## config.mk

```make
export PLATFORM = sky130hd
export DESIGN_NAME = bank_switch_mapper_with_sram_top_flat
export DESIGN_NICKNAME = d
export VERILOG_FILES = /design/src/rtl/core/bsm_pkg.sv /design/src/rtl/core/bsm_if.sv /design/src/rtl/core/bsm_cfg_regs.sv /design/src/rtl/core/bsm_map_core.sv /design/src/rtl/core/bank_switch_mapper_with_sram_top.sv /design/src/flat_wrapper.sv
export SDC_FILE = /design/constraint.sdc
export NUM_CORES = 1
export LEC_CHECK = 0
export BUFFER_PORTS_ARGS = -buffer_cell sky130_fd_sc_hd__buf_4
export CORE_MARGIN = 2
export CORE_UTILIZATION = 51
export DETAILED_ROUTE_END_ITERATION = 8
export MAX_ROUTING_LAYER = met4
export PLACE_DENSITY = 0.75
export SLEW_MARGIN = 20
export SYNTH_ARGS = -nofsm -noshare
export SYNTH_HDL_FRONTEND = slang
export SYNTH_SLANG_ARGS = --single-unit
```

## constraint.sdc

```tcl
create_clock -name clk_i -period 1.8 [get_ports clk_i]
set_input_delay 0.36 -clock clk_i [delete_from_list [all_inputs] [get_ports clk_i]]
set_output_delay 0.36 -clock clk_i [all_outputs]
set_load 0.02 [all_outputs]
```

## src/rtl/core/bsm_pkg.sv

```systemverilog
// types, constants and helper functions of the bank switch mapper
package bsm_pkg;

  localparam int unsigned ADDR_W      = 16;
  localparam int unsigned DATA_W      = 8;
  localparam int unsigned ROM_ADDR_W  = 21;
  localparam int unsigned SRAM_ADDR_W = 15;
  localparam int unsigned PAGE_BYTES  = 8192;
  localparam int unsigned PAGE_OFF_W  = $clog2(PAGE_BYTES);
  localparam int unsigned ROM_BLK_W   = ROM_ADDR_W - PAGE_OFF_W;
  localparam int unsigned SLOTS       = 4;
  localparam int unsigned SLOT_W      = $clog2(SLOTS);
  localparam int unsigned SRAM_BLK_W  = 2;
  localparam int unsigned CFG_IDX_W   = 2;
  localparam int unsigned CFG_DATA_W  = 8;
  localparam int unsigned SIZE_W      = 2;

  localparam logic CMD_READ  = 1'b0;
  localparam logic CMD_WRITE = 1'b1;

  // page numbers (address bits 15..13)
  localparam logic [2:0] PAGE_BANK_REG = 3'd3;
  localparam logic [2:0] PAGE_SW_FIRST = 3'd2;
  localparam logic [2:0] PAGE_SW_LAST  = 3'd5;

  localparam logic [SIZE_W-1:0] SIZE_2K  = 2'd0;
  localparam logic [SIZE_W-1:0] SIZE_8K  = 2'd1;
  localparam logic [SIZE_W-1:0] SIZE_32K = 2'd2;

  localparam logic [SRAM_ADDR_W-1:0] SRAM_MASK_2K  = 15'h07FF;
  localparam logic [SRAM_ADDR_W-1:0] SRAM_MASK_8K  = 15'h1FFF;
  localparam logic [SRAM_ADDR_W-1:0] SRAM_MASK_32K = 15'h7FFF;

  localparam logic [CFG_DATA_W-1:0] SRAM_SELECT_RST    = 8'h80;
  localparam logic [CFG_DATA_W-1:0] SRAM_PAGE_MASK_RST = 8'h30;
  localparam logic [SIZE_W-1:0]     SRAM_SIZE_RST      = SIZE_8K;
  localparam logic [CFG_DATA_W-1:0] ROM_BLOCK_MASK_RST = 8'hFF;

  typedef enum logic [1:0] {
    TGT_NONE = 2'd0,
    TGT_ROM  = 2'd1,
    TGT_SRAM = 2'd2,
    TGT_BANK = 2'd3
  } target_e;

  typedef enum logic [CFG_IDX_W-1:0] {
    CFG_SRAM_SELECT    = 2'd0,
    CFG_SRAM_PAGE_MASK = 2'd1,
    CFG_SRAM_SIZE      = 2'd2,
    CFG_ROM_BLOCK_MASK = 2'd3
  } cfg_idx_e;

  typedef struct packed {
    logic [CFG_DATA_W-1:0] sram_select;
    logic [CFG_DATA_W-1:0] sram_page_mask;
    logic [SIZE_W-1:0]     sram_size;
    logic [CFG_DATA_W-1:0] rom_block_mask;
  } cfg_t;

  typedef struct packed {
    logic              command;
    logic [ADDR_W-1:0] address;
    logic [DATA_W-1:0] write_data;
  } req_t;

  typedef struct packed {
    target_e                target;
    logic [ROM_ADDR_W-1:0]  rom_address;
    logic [SRAM_ADDR_W-1:0] sram_address;
    logic                   sram_write;
  } rsp_t;

  // byte mask of the sram, size code three acts as 32 kb
  function automatic logic [SRAM_ADDR_W-1:0] sram_size_mask(input logic [SIZE_W-1:0] code);
    logic [SRAM_ADDR_W-1:0] m;
    case (code)
      SIZE_2K: m = SRAM_MASK_2K;
      SIZE_8K: m = SRAM_MASK_8K;
      default: m = SRAM_MASK_32K;
    endcase
    return m;
  endfunction

  // only the 32 kb part has more than one block
  function automatic logic [SRAM_BLK_W-1:0] sram_block_mask(input logic [SIZE_W-1:0] code);
    logic [SRAM_BLK_W-1:0] m;
    if (code == SIZE_2K || code == SIZE_8K) begin
      m = '0;
    end else begin
      m = '1;
    end
    return m;
  endfunction

endpackage

```

## src/rtl/core/bsm_if.sv

```systemverilog
// valid/ready channel interfaces for bus access items and mapping results
interface bsm_req_if;
  logic                      valid;
  logic                      ready;
  logic                      command;
  logic [bsm_pkg::ADDR_W-1:0] address;
  logic [bsm_pkg::DATA_W-1:0] write_data;

  modport source (output valid, output command, output address, output write_data,
                  input ready);
  modport sink   (input valid, input command, input address, input write_data,
                  output ready);
endinterface

interface bsm_rsp_if;
  logic                           valid;
  logic                           ready;
  logic [1:0]                     target;
  logic [bsm_pkg::ROM_ADDR_W-1:0]  rom_address;
  logic [bsm_pkg::SRAM_ADDR_W-1:0] sram_address;
  logic                           sram_write;

  modport source (output valid, output target, output rom_address, output sram_address,
                  output sram_write, input ready);
  modport sink   (input valid, input target, input rom_address, input sram_address,
                  input sram_write, output ready);
endinterface

```

## src/rtl/core/bsm_cfg_regs.sv

```systemverilog
// configuration register file of the mapper
module bsm_cfg_regs (
  input  logic                               clk_i,
  input  logic                               rst_ni,
  input  logic                               cfg_we_i,
  input  logic [bsm_pkg::CFG_IDX_W-1:0]      cfg_index_i,
  input  logic [bsm_pkg::CFG_DATA_W-1:0]     cfg_data_i,
  output bsm_pkg::cfg_t                      cfg_o
);

  bsm_pkg::cfg_t cfg_q;

  always_ff @(posedge clk_i or negedge rst_ni) begin
    if (!rst_ni) begin
      cfg_q.sram_select    <= bsm_pkg::SRAM_SELECT_RST;
      cfg_q.sram_page_mask <= bsm_pkg::SRAM_PAGE_MASK_RST;
      cfg_q.sram_size      <= bsm_pkg::SRAM_SIZE_RST;
      cfg_q.rom_block_mask <= bsm_pkg::ROM_BLOCK_MASK_RST;
    end else if (cfg_we_i) begin
      unique case (bsm_pkg::cfg_idx_e'(cfg_index_i))
        bsm_pkg::CFG_SRAM_SELECT:    cfg_q.sram_select    <= cfg_data_i;
        bsm_pkg::CFG_SRAM_PAGE_MASK: cfg_q.sram_page_mask <= cfg_data_i;
        bsm_pkg::CFG_SRAM_SIZE:      cfg_q.sram_size      <= cfg_data_i[bsm_pkg::SIZE_W-1:0];
        bsm_pkg::CFG_ROM_BLOCK_MASK: cfg_q.rom_block_mask <= cfg_data_i;
      endcase
    end
  end

  assign cfg_o = cfg_q;

endmodule

```

## src/rtl/core/bsm_map_core.sv

```systemverilog
// bank registers and the address decode of one bus access
module bsm_map_core #(
  parameter int unsigned ROM_BLOCK_BITS = 8
) (
  input  logic          clk_i,
  input  logic          rst_ni,
  input  bsm_pkg::cfg_t cfg_i,
  input  bsm_pkg::req_t req_i,
  input  logic          commit_i,
  output bsm_pkg::rsp_t rsp_o
);

  localparam int unsigned SlotW = bsm_pkg::SLOT_W;
  localparam int unsigned BlkW  = bsm_pkg::SRAM_BLK_W;
  localparam int unsigned OffW  = bsm_pkg::PAGE_OFF_W;

  logic                      page_is_sram_q [bsm_pkg::SLOTS];
  logic [ROM_BLOCK_BITS-1:0] rom_block_q    [bsm_pkg::SLOTS];
  logic [BlkW-1:0]           sram_block_q   [bsm_pkg::SLOTS];
  logic [bsm_pkg::SLOTS-1:0] sram_en_q;

  logic [2:0]                       page;
  logic [SlotW-1:0]                 slot;
  logic [SlotW-1:0]                 reg_slot;
  logic [2:0]                       reg_page;
  logic                             in_window;
  logic                             bank_wr;
  logic                             sel_sram;
  logic [OffW-1:0]                  offset;
  logic [bsm_pkg::SRAM_ADDR_W-1:0]  size_mask;
  logic [bsm_pkg::SRAM_ADDR_W-1:0]  sram_addr;
  logic [bsm_pkg::ROM_BLK_W-1:0]    rom_blk_ext;
  logic [ROM_BLOCK_BITS-1:0]        rom_blk_new;
  logic [BlkW-1:0]                  sram_blk_new;

  assign page      = req_i.address[bsm_pkg::ADDR_W-1:OffW];
  assign slot      = SlotW'(page - bsm_pkg::PAGE_SW_FIRST);
  assign in_window = (page >= bsm_pkg::PAGE_SW_FIRST) && (page <= bsm_pkg::PAGE_SW_LAST);
  assign offset    = req_i.address[OffW-1:0];
  assign bank_wr   = (req_i.command == bsm_pkg::CMD_WRITE) && (page == bsm_pkg::PAGE_BANK_REG);
  // address bits 12..11 pick the page that a bank write switches
  assign reg_slot  = req_i.address[OffW-1:OffW-SlotW];
  assign reg_page  = 3'({1'b0, reg_slot}) + bsm_pkg::PAGE_SW_FIRST;
  assign sel_sram  = |(req_i.write_data & cfg_i.sram_select);

  assign sram_blk_new = req_i.write_data[BlkW-1:0] & bsm_pkg::sram_block_mask(cfg_i.sram_size);
  assign rom_blk_new  = req_i.write_data[ROM_BLOCK_BITS-1:0]
                      & cfg_i.rom_block_mask[ROM_BLOCK_BITS-1:0];

  always_ff @(posedge clk_i or negedge rst_ni) begin
    if (!rst_ni) begin
      for (int i = 0; i < bsm_pkg::SLOTS; i++) begin
        page_is_sram_q[i] <= 1'b0;
        rom_block_q[i]    <= '0;
        sram_block_q[i]   <= '0;
      end
      sram_en_q <= '0;
    end else if (commit_i && bank_wr) begin
      page_is_sram_q[reg_slot] <= sel_sram;
      if (sel_sram) begin
        sram_block_q[reg_slot] <= sram_blk_new;
        if (cfg_i.sram_page_mask[reg_page]) begin
          sram_en_q[reg_slot] <= 1'b1;
        end
      end else begin
        rom_block_q[reg_slot] <= rom_blk_new;
        sram_en_q[reg_slot]   <= 1'b0;
      end
    end
  end

  // sram byte address: block above the page offset, mirrored to the part size
  assign size_mask   = bsm_pkg::sram_size_mask(cfg_i.sram_size);
  assign sram_addr   = {sram_block_q[slot], offset & size_mask[OffW-1:0]} & size_mask;
  assign rom_blk_ext = bsm_pkg::ROM_BLK_W'(rom_block_q[slot]);

  always_comb begin
    rsp_o.target       = bsm_pkg::TGT_NONE;
    rsp_o.rom_address  = '0;
    rsp_o.sram_address = '0;
    rsp_o.sram_write   = 1'b0;
    if (bank_wr) begin
      rsp_o.target = bsm_pkg::TGT_BANK;
    end else if (req_i.command == bsm_pkg::CMD_WRITE) begin
      if (in_window && sram_en_q[slot]) begin
        rsp_o.target       = bsm_pkg::TGT_SRAM;
        rsp_o.sram_address = sram_addr;
        rsp_o.sram_write   = 1'b1;
      end
    end else if (in_window) begin
      if (page_is_sram_q[slot] || sram_en_q[slot]) begin
        rsp_o.target       = bsm_pkg::TGT_SRAM;
        rsp_o.sram_address = sram_addr;
      end else begin
        rsp_o.target      = bsm_pkg::TGT_ROM;
        rsp_o.rom_address = {rom_blk_ext, offset};
      end
    end
  end

endmodule

```

## src/rtl/core/bank_switch_mapper_with_sram_top.sv

```systemverilog
// bank switch cartridge mapper with sram: input register, decode, result register
// an accepted item is decoded in the input register and moves to the result register when free
// throughput: one item per cycle unless stalled, set by one decode stage and the bank update
// a result waiting on the output does not block intake while the input register is free
// reset: all pages map rom block zero, no sram enabled, config registers take their defaults
// results are in flight only while valid; both stages empty after reset
module bank_switch_mapper_with_sram_top #(
  parameter int unsigned ROM_BLOCK_BITS = 8
) (
  input  logic                           clk_i,
  input  logic                           rst_ni,
  bsm_req_if.sink                        req_i,
  bsm_rsp_if.source                      rsp_o,
  input  logic                           cfg_we_i,
  input  logic [bsm_pkg::CFG_IDX_W-1:0]  cfg_index_i,
  input  logic [bsm_pkg::CFG_DATA_W-1:0] cfg_data_i
);

  bsm_pkg::cfg_t cfg;
  bsm_pkg::req_t s1_q, s1_d;
  bsm_pkg::rsp_t map_rsp;
  bsm_pkg::rsp_t out_q;
  logic          s1_valid_q, s1_valid_d;
  logic          out_valid_q, out_valid_d;
  logic          out_free;
  logic          s1_move;
  logic          accept;

  bsm_cfg_regs u_cfg (
    .clk_i       (clk_i),
    .rst_ni      (rst_ni),
    .cfg_we_i    (cfg_we_i),
    .cfg_index_i (cfg_index_i),
    .cfg_data_i  (cfg_data_i),
    .cfg_o       (cfg)
  );

  bsm_map_core #(
    .ROM_BLOCK_BITS (ROM_BLOCK_BITS)
  ) u_core (
    .clk_i    (clk_i),
    .rst_ni   (rst_ni),
    .cfg_i    (cfg),
    .req_i    (s1_q),
    .commit_i (s1_move),
    .rsp_o    (map_rsp)
  );

  assign out_free    = !out_valid_q || rsp_o.ready;
  assign s1_move     = s1_valid_q && out_free;
  assign req_i.ready = !s1_valid_q || out_free;
  assign accept      = req_i.valid && req_i.ready;

  assign s1_d.command    = req_i.command;
  assign s1_d.address    = req_i.address;
  assign s1_d.write_data = req_i.write_data;

  always_comb begin
    s1_valid_d = s1_valid_q;
    if (accept) begin
      s1_valid_d = 1'b1;
    end else if (s1_move) begin
      s1_valid_d = 1'b0;
    end
    out_valid_d = out_valid_q;
    if (s1_move) begin
      out_valid_d = 1'b1;
    end else if (rsp_o.ready) begin
      out_valid_d = 1'b0;
    end
  end

  always_ff @(posedge clk_i or negedge rst_ni) begin
    if (!rst_ni) begin
      s1_valid_q  <= 1'b0;
      out_valid_q <= 1'b0;
    end else begin
      s1_valid_q  <= s1_valid_d;
      out_valid_q <= out_valid_d;
    end
  end

  always_ff @(posedge clk_i) begin
    if (accept) begin
      s1_q <= s1_d;
    end
    if (s1_move) begin
      out_q <= map_rsp;
    end
  end

  assign rsp_o.valid        = out_valid_q;
  assign rsp_o.target       = out_q.target;
  assign rsp_o.rom_address  = out_q.rom_address;
  assign rsp_o.sram_address = out_q.sram_address;
  assign rsp_o.sram_write   = out_q.sram_write;

endmodule

```

## src/flat_wrapper.sv

```systemverilog
// flat-port wrapper written by rule: the top's interface ports become plain ports
module bank_switch_mapper_with_sram_top_flat 
#(
  parameter int unsigned ROM_BLOCK_BITS = 8
)
  (clk_i, rst_ni, cfg_we_i, cfg_index_i, cfg_data_i, req_i_valid, req_i_command, req_i_address, req_i_write_data, req_i_ready, rsp_o_valid, rsp_o_target, rsp_o_rom_address, rsp_o_sram_address, rsp_o_sram_write, rsp_o_ready);
  bsm_req_if req_i_i ();
  bsm_rsp_if rsp_o_i ();
  input  logic clk_i;
  input  logic rst_ni;
  input  logic cfg_we_i;
  input  logic [bsm_pkg::CFG_IDX_W-1:0] cfg_index_i;
  input  logic [bsm_pkg::CFG_DATA_W-1:0] cfg_data_i;
  input wire logic [$bits(req_i_i.valid)-1:0] req_i_valid;
  input wire logic [$bits(req_i_i.command)-1:0] req_i_command;
  input wire logic [$bits(req_i_i.address)-1:0] req_i_address;
  input wire logic [$bits(req_i_i.write_data)-1:0] req_i_write_data;
  output wire logic [$bits(req_i_i.ready)-1:0] req_i_ready;
  output wire logic [$bits(rsp_o_i.valid)-1:0] rsp_o_valid;
  output wire logic [$bits(rsp_o_i.target)-1:0] rsp_o_target;
  output wire logic [$bits(rsp_o_i.rom_address)-1:0] rsp_o_rom_address;
  output wire logic [$bits(rsp_o_i.sram_address)-1:0] rsp_o_sram_address;
  output wire logic [$bits(rsp_o_i.sram_write)-1:0] rsp_o_sram_write;
  input wire logic [$bits(rsp_o_i.ready)-1:0] rsp_o_ready;
  assign req_i_i.valid = req_i_valid;
  assign req_i_i.command = req_i_command;
  assign req_i_i.address = req_i_address;
  assign req_i_i.write_data = req_i_write_data;
  assign req_i_ready = req_i_i.ready;
  assign rsp_o_valid = rsp_o_i.valid;
  assign rsp_o_target = rsp_o_i.target;
  assign rsp_o_rom_address = rsp_o_i.rom_address;
  assign rsp_o_sram_address = rsp_o_i.sram_address;
  assign rsp_o_sram_write = rsp_o_i.sram_write;
  assign rsp_o_i.ready = rsp_o_ready;
  bank_switch_mapper_with_sram_top #(.ROM_BLOCK_BITS(ROM_BLOCK_BITS)) u_core (.clk_i(clk_i), .rst_ni(rst_ni), .req_i(req_i_i), .rsp_o(rsp_o_i), .cfg_we_i(cfg_we_i), .cfg_index_i(cfg_index_i), .cfg_data_i(cfg_data_i));
endmodule
```

; Word level (Yosys, flattened, before mapping)
; Cells that the tools add are included.
[totals]
ff_bits = 140
inputBits = 40
out_inout_bits = 41
wordCells = 124
[classes]
add_sub_neg = 2
order_cmp = 9
eq_ne = 6
muxes = 40
bitwise_logic = 13
reduce_logical = 28
[op_table]
columns = op, count
row1 = 38-bit 2-to-1 mux, 1
row2 = 32-bit bitwise mux, 1
row3 = 15-bit 2-to-1 mux, 2
row4 = 15-bit one-hot mux with 2 select lines, 1
row5 = 8-bit 2-to-1 mux, 3
row6 = 21-bit 2-to-1 mux, 1
row7 = 8-bit bitwise AND, 2
row8 = 8-bit binary-select mux with 2-bit select, 1
row9 = 8-bit demux with 2-bit select, 1
row10 = 16-bit 2-to-1 mux, 1
row11 = 15-bit bitwise AND, 1
row12 = 2-bit 2-to-1 mux, 7
row13 = 2-bit AND reduction, 7
row14 = 13-bit bitwise AND, 1
row15 = 1-bit 2-to-1 mux, 10
row16 = 8-bit bitwise mux, 1
row17 = 1-bit logical AND, 8
row18 = 4-bit 2-to-1 mux, 2
row19 = 8-bit OR reduction, 1
row20 = "3-bit >= comparator, second input constant", 2
row21 = "2-bit by 3-bit < comparator with 1-bit output, second input constant", 2
row22 = 2-bit NOT with 3-bit output, 2
row23 = 4-bit bitwise AND, 1
row24 = 1-bit binary-select mux with 2-bit select, 2
row25 = 26 further kinds, 37

; Depth between registers and ports, before layout
; Gate-level depths: netlist (run 1).
[depth]
word_depth = 9
depth_mapped = 6
ltp_nobuf = 4

; Hierarchy
; A second synthesis (run 1) with hierarchy kept.
[unflattened]
cells_unflattened = 345
hier_area_um2 = 5696.7
[by_module_without_submodules]
columns = module, n_inst, cells_per_inst, area_per_inst_um2, seq_area_each_um2
row1 = bsm_map_core, 1, 217, 2665.1, 1201.2
row2 = bank_switch_mapper_with_sram_top, 1, 72, 2025.7, 1971.9
row3 = bsm_cfg_regs, 1, 56, 1006.0, 665.6

; Worst setup path after synthesis (run 1)
; No wires, ideal clock.
[synth_timing]
kind = register to register
start = register u_core.out_valid_q (netlist: u_core.rsp_o.valid)
end = register u_core.s1_q[0] (netlist bit) (enable)
setup_ns = 0.384
arrival_time_ns = 1.577
required_ns = 1.416
path_slack_ns = -0.161
path_stages_with_launch = 4
n_path_buf = 0
synth_period_minus_slack_ns = 1.961
cell_sequence = dfrtp_1 -> nor2b_1 -> nand2_1 -> and2_1
[synth_between]
elab_chain_len = 4
[synth_lines]
columns = element, line_no
row1 = "start, declared", bank_switch_mapper_with_sram_top.sv:24  ; logic out_valid_q, out_valid_d;
row2 = "start signal, assigned", bank_switch_mapper_with_sram_top.sv:79  ; out_valid_q <= out_valid_d;
row3 = 1-bit zero test, bank_switch_mapper_with_sram_top.sv:49  ; assign out_free = !out_valid_q || rsp_o.ready;
row4 = 1-bit logical OR, bank_switch_mapper_with_sram_top.sv:49
row5 = 1-bit logical OR, bank_switch_mapper_with_sram_top.sv:51  ; assign req_i.ready = !s1_valid_q || out_free;
row6 = via req_i_ready, flat_wrapper.sv:18  ; output wire logic [$bits(req_i_i.ready)-1:0] req_i_ready;
row7 = 1-bit logical AND, bank_switch_mapper_with_sram_top.sv:52  ; assign accept = req_i.valid && req_i.ready;
row8 = via u_core.accept, bank_switch_mapper_with_sram_top.sv:27  ; logic accept;
row9 = "end signal, assigned", bank_switch_mapper_with_sram_top.sv:85  ; s1_q <= s1_d;
row10 = "end, declared", bank_switch_mapper_with_sram_top.sv:20  ; bsm_pkg::req_t s1_q, s1_d;
; The timed path passes the listed nets, and every way through them passes these cells.
; A chain may end at the register's enable or synchronous reset.

; Worst setup path after layout (run 1)
[layout_timing]
start = register u_core.s1_q[21] (netlist bit)
end = register u_core.u_core.rom_block_q[1] (netlist bit)
[layout_between]
elab_chain_len = 4
[layout_lines]
columns = element, line_no
row1 = 3-bit by 2-bit equality test with 1-bit output, bsm_map_core.sv:40  ; assign bank_wr = (req_i.command == bsm_pkg::CMD_WRITE) && (page == bsm_pkg::PAGE_BANK_REG);
row2 = 1-bit logical AND, bsm_map_core.sv:40
row3 = 1-bit logical AND, bsm_map_core.sv:58  ; end else if (commit_i && bank_wr) begin
row4 = 2-bit AND reduction (no source line), n/a
row5 = "end signal, assigned by index", bsm_map_core.sv:66  ; rom_block_q[reg_slot] <= rom_blk_new;
row6 = "end, declared", bsm_map_core.sv:18  ; logic [ROM_BLOCK_BITS-1:0] rom_block_q [bsm_pkg::SLOTS];
; No other way between the ends.

==> results of run 1 <==
==> logic make-up (layout without fill, tap and decap cells) <==
logic type      after synthesis  after routing
buf+inv                      14            179
flops                       136            136
compound gates               19             19
simple gates                 85             87
mux                          75             75
==> power by group <==
| group | total, uW | internal (uW) | switching, uW |
|---|---|---|---|
| Combinational | 1010 | 501 | 508 |
| Sequential | 3730 | 3590 | 144 |
| Clock | 3510 | 2240 | 1270 |
| Total | 8250 | 6330 | 1930 |
==> metal layers <==
layer	vias up	routed length (um)	track usage, %
met5	-	0	-
met4	0	266	8.88
met3	26	481	5.91
met2	91	6460	35.1
met1	1797	4920	26.9
li1	1552	-	-
==> how the worst max path moves through the flow <==
stage                                                     endpoint  depth (start not counted)                      start
after floorplan               u_core.rsp_o.target[1]$_SDFFCE_PP1P_                          6  u_core.s1_q[21]$_DFFE_PP_
after global placement        u_core.rsp_o.target[1]$_SDFFCE_PP1P_                          5  u_core.s1_q[21]$_DFFE_PP_
after detailed placement      u_core.rsp_o.target[1]$_SDFFCE_PP1P_                          5  u_core.s1_q[21]$_DFFE_PP_
after CTS                     u_core.rsp_o.target[1]$_SDFFCE_PP1P_                          5  u_core.s1_q[21]$_DFFE_PP_
after global routing      u_core.u_core.rom_block_q[1]$_DFFE_PN0P_                          5  u_core.s1_q[21]$_DFFE_PP_
final                     u_core.u_core.rom_block_q[1]$_DFFE_PN0P_                          5  u_core.s1_q[21]$_DFFE_PP_
==> placed cells by master (no fill, tap or decap), types with 7 or more instances in the layout <==
cell / synthesis / final
and3_1: 13 / 13
mux2_4: 0 / 22
dlygate4sd3_1: 0 / 24
mux4_2: 11 / 11
dfrtp_1: 60 / 59
buf_4: 0 / 107
nand2b_1: 7 / 7
dfstp_2: 12 / 12
clkbuf_16: 0 / 16
buf_6: 2 / 8
and2_1: 31 / 29
mux2_2: 64 / 42
edfxtp_1: 64 / 64
==> final cells by class <==
type	count	area, um^2	area share, %
clock buffer	19	422	5.48
clock inverter	13	179	2.33
inverter	4	15.0	0.195
multi-input combinational	181	1950	25.3
sequential	136	3740	48.6
tap	140	175	2.28
timing repair buffer	143	1210	15.8
==> through the flow <==
| stage | util [%] | cell area [um^2] | hold WS [ns] | worst slack, ns |
|---|---|---|---|---|
| floorplan | - | 5540 | 0.0644 | -0.0873 |
| global placement | 61.3 | 6560 | 0.323 | -0.0497 |
| detailed placement | 61.3 | 6560 | 0.332 | -0.0894 |
| CTS | 70.2 | 7510 | 0.000628 | -0.0889 |
| global route | 71.9 | 7690 | 0.00349 | -0.172 |
| finish | 71.9 | 7690 | 0.0179 | -0.111 |
==> flip-flops by register name, indices dropped and copies added (netlist names), 2 cells and up, named ones only <==
register and flops:
u_core.u_cfg.cfg_o 22, u_core.u_core.page_is_sram_q 4, u_core.rsp_o.target 2, u_core.s1_q 25
u_core.u_core.sram_block_q 8, u_core.rsp_o.sram_address 15, u_core.u_core.rom_block_q 32, u_core.rsp_o.rom_address 21
==> repair_timing <==
action	in CTS	in global routing
hold buffers	20	4
endpoints found under the setup margin	55	82
cloned	2	0
endpoints found under the hold margin	40	4
gates resized for setup	21	26
setup buffers	4	5
pin swaps	3	6
==> critical path, cell delays in order (launching register included) <==
cell	delay (ns)
edfxtp_1	0.43
buf_6	0.13
nand4b_4	0.12
or4_4	0.53
nor2_4	0.25
mux2_4	0.33
==> impl_metrics.json, run 1 <==
{
  "avgRoutedWirePerCell_um": 19.1,
  "synth_commonest_cells": "edfxtp_1, mux2_2, dfrtp_1",
  "die_w_um": 108,
  "htreeDepth": 4,
  "synth_top_family_by_area": "multiplexers",
  "finalSetupTns_ns": -2.05,
  "grt_pass1_wl_um": 18300,
  "antenna_found_initial": 0,
  "rsz0062_at_grt": "true",
  "grt_usage_pct": 22.0,
  "syn_area_per_cell_um2": 16.8,
  "fin_cells": 636,
  "peakVddDrop_mv": 0.701,
  "diodes": 0,
  "synth_ff_type": "edfxtp_1",
  "ys_ff_latch": 136,
  "synth_top_area_cell": "edfxtp_1",
  "hold_path_startpoint": "req_i_address[15]",
  "drc": 0,
  "endpoint_kind": "flip-flop",
  "design.final.nets": 523,
  "dieArea_um2": 11700,
  "cts_tree": "done",
  "timing.final.ws_setup_ns": -0.111,
  "fillers": 644,
  "synth_fp_nets": 369,
  "clk_pin_slew_worst_paths_ns": 0.06,
  "leakage_uw": 0.00337,
  "portBuffers": 80,
  "synth_mux_area_share_pct": 17.5,
  "fp-row-count": 38,
  "r2r-start": "u_core.s1_q[21]$_DFFE_PP_",
  "setup_viol": 59,
  "tightest_slew_ns": 0.654,
  "finalHoldViolations": 0,
  "rr_endpoint": "u_core.u_core.rom_block_q[1]$_DFFE_PN0P_",
  "wirelength_um": 12100,
  "num_vias": 3466,
  "placed_cells": 571,
  "overflow": 0,
  "synth_xor_area_share_pct": 0,
  "synth_edf_count": 64,
  "fin_worst_skew_ns": 0.00579,
  "r2r_cells": 5,
  "finalCritPeriodShare_pct": 106,
  "place.gp.congestion": 0.823,
  "cts_root_buffer": "clkbuf_8",
  "postSynthCellCount": 329,
  "insertion_delay_ns": 0.53,
  "slew_violations": 0,
  "drive_above_1_share_pct": 52.6,
  "startpoint_type": "flip-flop",
  "cap_viol_max_count": 0,
  "synth_compound_area_share_pct": 2.78,
  "die_h_um": 108,
  "synth_simple_gate_area_share_pct": 10.8,
  "status": "finished, violations left",
  "ios": 81,
  "start_util_pct": 51.7,
  "firstDrtPassIters": 4,
  "cts_made_buffers": 17,
  "cp.required_ns": 2.21,
  "power_uw": 8250,
  "netlist_top_cells_area": "edfxtp_1, dfrtp_1, mux2_2",
  "yosysSeqAreaShare_pct": 67.6,
  "yosys_warnings": 0,
  "core_um2": 10700,
  "cp_max_fo": 4,
  "post-dp-hpwl_um": 7240,
  "grt_max_degree": 40,
  "worstHoldPathType": "primary input to flip-flop",
  "synth_top_area_share_pct": 34.8,
  "whs_endpoint": "u_core.s1_q[23]$_DFFE_PP_",
  "maxSlewHeadroom_pct": 56.4,
  "cts_sinks": 136,
  "drt_iter0_drc": 158,
  "grt_pass1_vias": 3484,
  "synthAdderAreaFrac_pct": 0,
  "synthArstFlopShare_pct": 52.9,
  "arrival_ns": 2.32,
  "ff2ff_setup_slack_ns": -0.11,
  "clock_path_buffers": 2,
  "detail_route.vias_per_cell": 5.45,
  "timing.fmax_ghz": 0.523,
  "path_class": "flip-flop to flip-flop",
  "power_density_nw_per_um2": 1070,
  "violations": "negative setup slack",
  "period_needed_ns": 1.91,
  "ys_types": 41,
  "min_delay_path_depth": 1,
  "syn2layout_area_growth_pct": 39.1,
  "antenna_left": 0,
  "syn_area_um2": 5530
}
No activity file was read; power rests on OpenSTA's default activity.
==> run 2, diff against run 1 <==
--- a/config.mk
+++ b/config.mk
@@ -11,6 +11,7 @@
 export DETAILED_ROUTE_END_ITERATION = 8
 export MAX_ROUTING_LAYER = met4
 export PLACE_DENSITY = 0.75
+export RECOVER_POWER = 25
 export SLEW_MARGIN = 20
 export SYNTH_ARGS = -nofsm -noshare
 export SYNTH_HDL_FRONTEND = slang
==> impl_metrics.json, run 2 (synthesis results as in run 1) <==
{
  "path_class": "flip-flop to flip-flop",
  "path_cells": "buf_6 -> nand4b_4 -> or4_4 -> nor2_4 -> mux2_4",
  "drc": 0,
  "endpoint_kind": "flip-flop",
  "dieArea_um2": 11700,
  "rr_endpoint": "u_core.u_core.rom_block_q[1]$_DFFE_PN0P_",
  "hold_path_startpoint": "req_i_valid",
  "cp.required_ns": 2.21,
  "crit_family": "simple AND/OR/NAND/NOR gates",
  "slew_violations": 0,
  "start_util_pct": 51.7,
  "cap_viol_max_count": 0,
  "ios": 81,
  "finalHoldViolations": 0,
  "cp_max_fo": 4,
  "pre_cts_ws_ns": -0.0894,
  "cpMaxStageDelayCell": "or4_4",
  "top_register": "u_core.u_core.rom_block_q",
  "die_w_um": 108,
  "arrival_ns": 2.32,
  "placed_cells": 571,
  "post-dp-hpwl_um": 7240,
  "diodes": 0,
  "grt_max_degree": 40,
  "ff2ff_setup_slack_ns": -0.11,
  "cts_made_buffers": 17,
  "drt_iter0_drc": 159,
  "tightest_slew_ns": 0.857,
  "path_buf_inv": 1,
  "detail_route.vias_per_cell": 5.47,
  "place.gp.congestion": 0.823,
  "max_stage_delay_ns": 0.53,
  "wirelength_um": 12200,
  "overflow": 0,
  "peakVddDrop_mv": 0.704,
  "startpoint_type": "flip-flop",
  "insertion_delay_ns": 0.53,
  "timing.final.ws_setup_ns": -0.109,
  "firstDrtPassIters": 4,
  "avgRoutedWirePerCell_um": 19.1,
  "mostFrequentLayoutCells": "buf_4, edfxtp_1, dfrtp_1",
  "leakage_uw": 0.00335,
  "finalCritPeriodShare_pct": 106,
  "r2r-start": "u_core.s1_q[21]$_DFFE_PP_",
  "maxSlewHeadroom_pct": 42.9,
  "clock_path_buffers": 2,
  "portBuffers": 80,
  "power_density_nw_per_um2": 1070,
  "timing.fmax_ghz": 0.524,
  "design.final.nets": 523,
  "syn2layout_area_growth_pct": 39.0,
  "setup_viol": 56,
  "num_vias": 3477,
  "cts_root_buffer": "clkbuf_8",
  "drive_above_1_share_pct": 51.8,
  "cts_sinks": 136,
  "final_common_cell": "buf_4",
  "grt_pass1_vias": 3484,
  "violations": "negative setup slack",
  "min_delay_path_depth": 2,
  "finalSetupTns_ns": -2.02,
  "clk_pin_slew_worst_paths_ns": 0.06,
  "grt_pass1_wl_um": 18300,
  "largest_reg_flops": 32,
  "htreeDepth": 4,
  "antenna_left": 0,
  "cts_tree": "done",
  "core_um2": 10700,
  "whs_endpoint": "u_core.s1_valid_q$_DFFE_PN0P_",
  "grt_usage_pct": 22.0,
  "final_util_pct": 71.8,
  "fp-row-count": 38,
  "r2r_cells": 5,
  "status": "finished, violations left",
  "fin_cells": 636,
  "rsz0062_at_grt": "true",
  "period_needed_ns": 1.91,
  "worstHoldPathType": "primary input to flip-flop",
  "antenna_found_initial": 0,
  "fin_worst_skew_ns": 0.00518,
  "die_h_um": 108
}
## run 2: where the power goes
group | total (uW) | internal [uW] | switching [uW]
Combinational | 1000 | 496 | 508
Sequential | 3730 | 3580 | 144
Clock | 3520 | 2240 | 1280
Total | 8250 | 6320 | 1930
## run 2: per-stage QoR
stage	total power, uW	hold WS (ns)	area, um^2
finish	8250	0.0225	7680
detailed placement	4640	0.332	6560
global route	8520	0.0271	7680
CTS	8220	0.000628	7510
floorplan	4230	0.0644	5540
global placement	4600	0.323	6560
## run 2: area by class of cell
| cell class | instances | area, um^2 |
|---|---|---|
| flip-flops and latches | 136 | 3740 |
| fillers | 648 | 3020 |
| multi-input cells | 181 | 1950 |
| repair buffers | 143 | 1200 |
| clock buffers | 19 | 422 |
| clock inverters | 13 | 179 |
| well taps | 140 | 175 |
| inverters | 4 | 15.0 |
## run 2: routing by layer
layer	global-route usage (%)	share of wire, %
met5	-	0
met4	8.88	2.3
met3	5.91	4.3
met2	35.1	53
met1	26.9	40
## run 2: worst max-delay path by stage
stage,start,endpoint,cells past startpoint,slack [ns]
2_1_floorplan,u_core.s1_q[21]$_DFFE_PP_,u_core.rsp_o.target[1]$_SDFFCE_PP1P_,6,-0.09
3_3_place_gp,u_core.s1_q[21]$_DFFE_PP_,u_core.rsp_o.target[1]$_SDFFCE_PP1P_,5,-0.05
3_5_place_dp,u_core.s1_q[21]$_DFFE_PP_,u_core.rsp_o.target[1]$_SDFFCE_PP1P_,5,-0.09
4_1_cts,u_core.s1_q[21]$_DFFE_PP_,u_core.rsp_o.target[1]$_SDFFCE_PP1P_,5,-0.09
5_1_grt,u_core.s1_q[21]$_DFFE_PP_,u_core.u_core.rom_block_q[1]$_DFFE_PN0P_,5,-0.17
6_report,u_core.s1_q[21]$_DFFE_PP_,u_core.u_core.rom_block_q[1]$_DFFE_PN0P_,5,-0.11
## run 2: what timing repair did
action                                  CTS  global route
endpoints found under the setup margin   55            82
gates resized for setup                  21            26
pin swaps                                 3             6
endpoints found under the hold margin    40             4
setup buffers                             4             5
gates cloned                              2             0
hold buffers                             20             4
==> run 3, diff against run 2 <==
--- a/config.mk
+++ b/config.mk
@@ -5,13 +5,16 @@
 export SDC_FILE = /design/constraint.sdc
 export NUM_CORES = 1
 export LEC_CHECK = 0
+export ABC_AREA = 1
 export BUFFER_PORTS_ARGS = -buffer_cell sky130_fd_sc_hd__buf_4
 export CORE_MARGIN = 2
-export CORE_UTILIZATION = 51
+export CORE_UTILIZATION = 53
+export CTS_BUF_LIST = sky130_fd_sc_hd__clkbuf_4
 export DETAILED_ROUTE_END_ITERATION = 8
 export MAX_ROUTING_LAYER = met4
-export PLACE_DENSITY = 0.75
+export PLACE_DENSITY = 0.78
 export RECOVER_POWER = 25
+export SKIP_LAST_GASP = 1
 export SLEW_MARGIN = 20
 export SYNTH_ARGS = -nofsm -noshare
 export SYNTH_HDL_FRONTEND = slang
==> impl_metrics.json, run 3 <==
{
  "peakVddDrop_mv": 0.608,
  "largest_reg_flops": 32,
  "leakage_uw": 0.00324,
  "num_vias": 4108,
  "design.final.nets": 696,
  "synth_fp_nets": 572,
  "fillers": 760,
  "synth_simple_gate_area_share_pct": 16.4,
  "hold_slack_ns": 0.0582,
  "synth_most_common_cell": "nand2_1",
  "power_density_nw_per_um2": 1010,
  "insertion_delay_ns": 0.52,
  "syn_area_um2": 5530,
  "grt_pass1_wl_um": 18700,
  "endpoint_kind": "flip-flop",
  "core_um2": 10200,
  "period_needed_ns": 1.65,
  "portBuffers": 80,
  "post-dp-hpwl_um": 7690,
  "fp-row-count": 37,
  "setup.worst_path.start": "u_core.s1_q[22]$_DFFE_PP_",
  "finalCritPeriodShare_pct": 91.5,
  "die_w_um": 106,
  "ys_ff_latch": 136,
  "top_register": "u_core.u_core.rom_block_q",
  "grt_max_degree": 73,
  "wirelength_um": 11400,
  "grt_usage_pct": 22.1,
  "synth_top_family_by_area": "simple AND/OR/NAND/NOR gates",
  "yosys_warnings": 0,
  "synth_top_area_share_pct": 34.8,
  "diodes": 0,
  "final_common_cell": "nand2_1",
  "path_class": "flip-flop to flip-flop",
  "drt_iter0_drc": 293,
  "pre_cts_ws_ns": 0.0389,
  "arrival_ns": 1.91,
  "synth_edf_count": 64,
  "timing.fmax_ghz": 0.607,
  "startpoint_type": "flip-flop",
  "mostFrequentLayoutCells": "nand2_1, o21ai_0, buf_4",
  "clk_pin_slew_worst_paths_ns": 0.11,
  "detail_route.vias_per_cell": 5.10,
  "yosysSeqAreaShare_pct": 67.6,
  "postSynthCellCount": 532,
  "antenna_found_initial": 0,
  "drive_above_1_share_pct": 23.2,
  "place.gp.congestion": 0.874,
  "die_h_um": 106,
  "synth_top_area_cell": "edfxtp_1",
  "endpoint": "u_core.rsp_o.rom_address[17]$_SDFFCE_PP0P_",
  "cts_root_buffer": "clkbuf_4",
  "ios": 81,
  "fin_area_um2": 6930,
  "slew_violations": 0,
  "tightest_slew_ns": 0.967,
  "htreeDepth": 4,
  "syn_area_per_cell_um2": 10.4,
  "r2r_cells": 6,
  "place_area_um2": 6370,
  "rr_endpoint": "u_core.rsp_o.rom_address[17]$_SDFFCE_PP0P_",
  "cts_tree": "done",
  "path_cells": "buf_4 -> buf_4 -> nand2_1 -> nor2_1 -> a21oi_1 -> a21oi_1",
  "clock_path_buffers": 2,
  "status": "finished, final reports clean",
  "cp.required_ns": 2.07,
  "timing.final.ws_setup_ns": 0.153,
  "synthArstFlopShare_pct": 52.9,
  "syn2layout_area_growth_pct": 25.4,
  "antenna_left": 0,
  "dieArea_um2": 11300,
  "cts_sinks": 136,
  "synth_compound_area_share_pct": 10.2,
  "synthAdderAreaFrac_pct": 0,
  "maxSlewHeadroom_pct": 35.6,
  "firstDrtPassIters": 5,
  "synth_commonest_cells": "nand2_1, o21ai_0, edfxtp_1",
  "worstHoldPathType": "primary input to flip-flop",
  "overflow": 0,
  "finalSetupTns_ns": 0,
  "synth_ff_type": "edfxtp_1",
  "cp_max_fo": 9,
  "max_stage_delay_ns": 0.44,
  "drc": 0,
  "netlist_top_cells_area": "edfxtp_1, dfrtp_1, nand2_1",
  "grt_pass1_vias": 3924,
  "r2r-start": "u_core.s1_q[22]$_DFFE_PP_",
  "setup_viol": 0,
  "ys_types": 28,
  "cap_viol_max_count": 0,
  "avgRoutedWirePerCell_um": 14.2,
  "cpMaxStageDelayCell": "edfxtp_1",
  "finalHoldViolations": 0,
  "power_uw": 6970,
  "fin_worst_skew_ns": 0.0135,
  "start_util_pct": 54.0,
  "ff2ff_setup_slack_ns": 0.15,
  "rsz0062_at_grt": "false",
  "synth_mux_area_share_pct": 0,
  "synth_xor_area_share_pct": 0.158,
  "cts_made_buffers": 17
}
==> run 3: cell type report <==
class,instances,area (um^2),area share (%)
tap,136,170,2.45
inverter,61,233,3.36
sequential,136,3740,53.9
timing repair buffer,121,1040,14.9
multi-input combinational,319,1480,21.4
clock inverter,13,130,1.88
clock buffer,19,143,2.06
==> run 3: kinds of logic (layout without fill, tap and decap cells) <==
| kind of cell | count (synthesis) | count (layout) |
|---|---|---|
| AND/OR/NAND/NOR | 208 | 208 |
| flip-flops | 136 | 136 |
| AO/OA/AOI/OAI | 110 | 110 |
| buffers and inverters | 77 | 214 |
| XOR/XNOR | 1 | 1 |
==> run 3: what timing repair did <==
item,CTS,global route
resized for setup,0,3
hold buffers,26,0
setup buffers,0,2
endpoints found under the hold margin,85,0
setup endpoints to repair,0,48
==> run 3: worst min path at each step <==
stage          cells after the start                                         to  slack (ns)   startpoint
3_5_place_dp                       2  u_core.u_core.rom_block_q[28]$_DFFE_PN0P_        0.40       rst_ni
2_1_floorplan                      0                                  async pin        0.06       rst_ni
5_1_grt                            3              u_core.s1_valid_q$_DFFE_PN0P_        0.03  req_i_valid
3_3_place_gp                       2         u_core.u_cfg.cfg_o[24]$_DFFE_PN0P_        0.39       rst_ni
4_1_cts                            3              u_core.s1_valid_q$_DFFE_PN0P_        0.02  req_i_valid
6_report                           3              u_core.s1_valid_q$_DFFE_PN0P_        0.06  req_i_valid
==> run 3: critical path: cells and delay by family (launching register included) <==
family | cells | cell delay, ns
simple gates | 2 | 0.32
buf+inv | 2 | 0.35
flops | 1 | 0.44
compound gates | 2 | 0.29
==> run 3: layer usage <==
layer / vias to the layer above / GRT usage, % / share of wire [%]
li1: 1997 / - / -
met1: 1948 / 28.5 / 42
met3: 16 / 6.25 / 5.3
met4: 0 / 7.99 / 1.5
met2: 147 / 33.7 / 51
met5: - / - / 0
==> run 3: power by group <==
part           internal [uW]  leakage (uW)  switching, uW  total [uW]
logic                    458       0.00162            736        1190
clock network            845      0.000150           1080        1930
registers               3690       0.00148            158        3850
total                   4990       0.00324           1970        6970
==> run 3: per-stage QoR <==
step | instances | utilization (%)
6_report | 805 | 67.8
5_1_grt | 805 | 67.8
4_1_cts | 803 | 67.4
3_5_place_dp | 745 | 62.2
3_3_place_gp | 745 | 62.2
2_1_floorplan | 532 | -
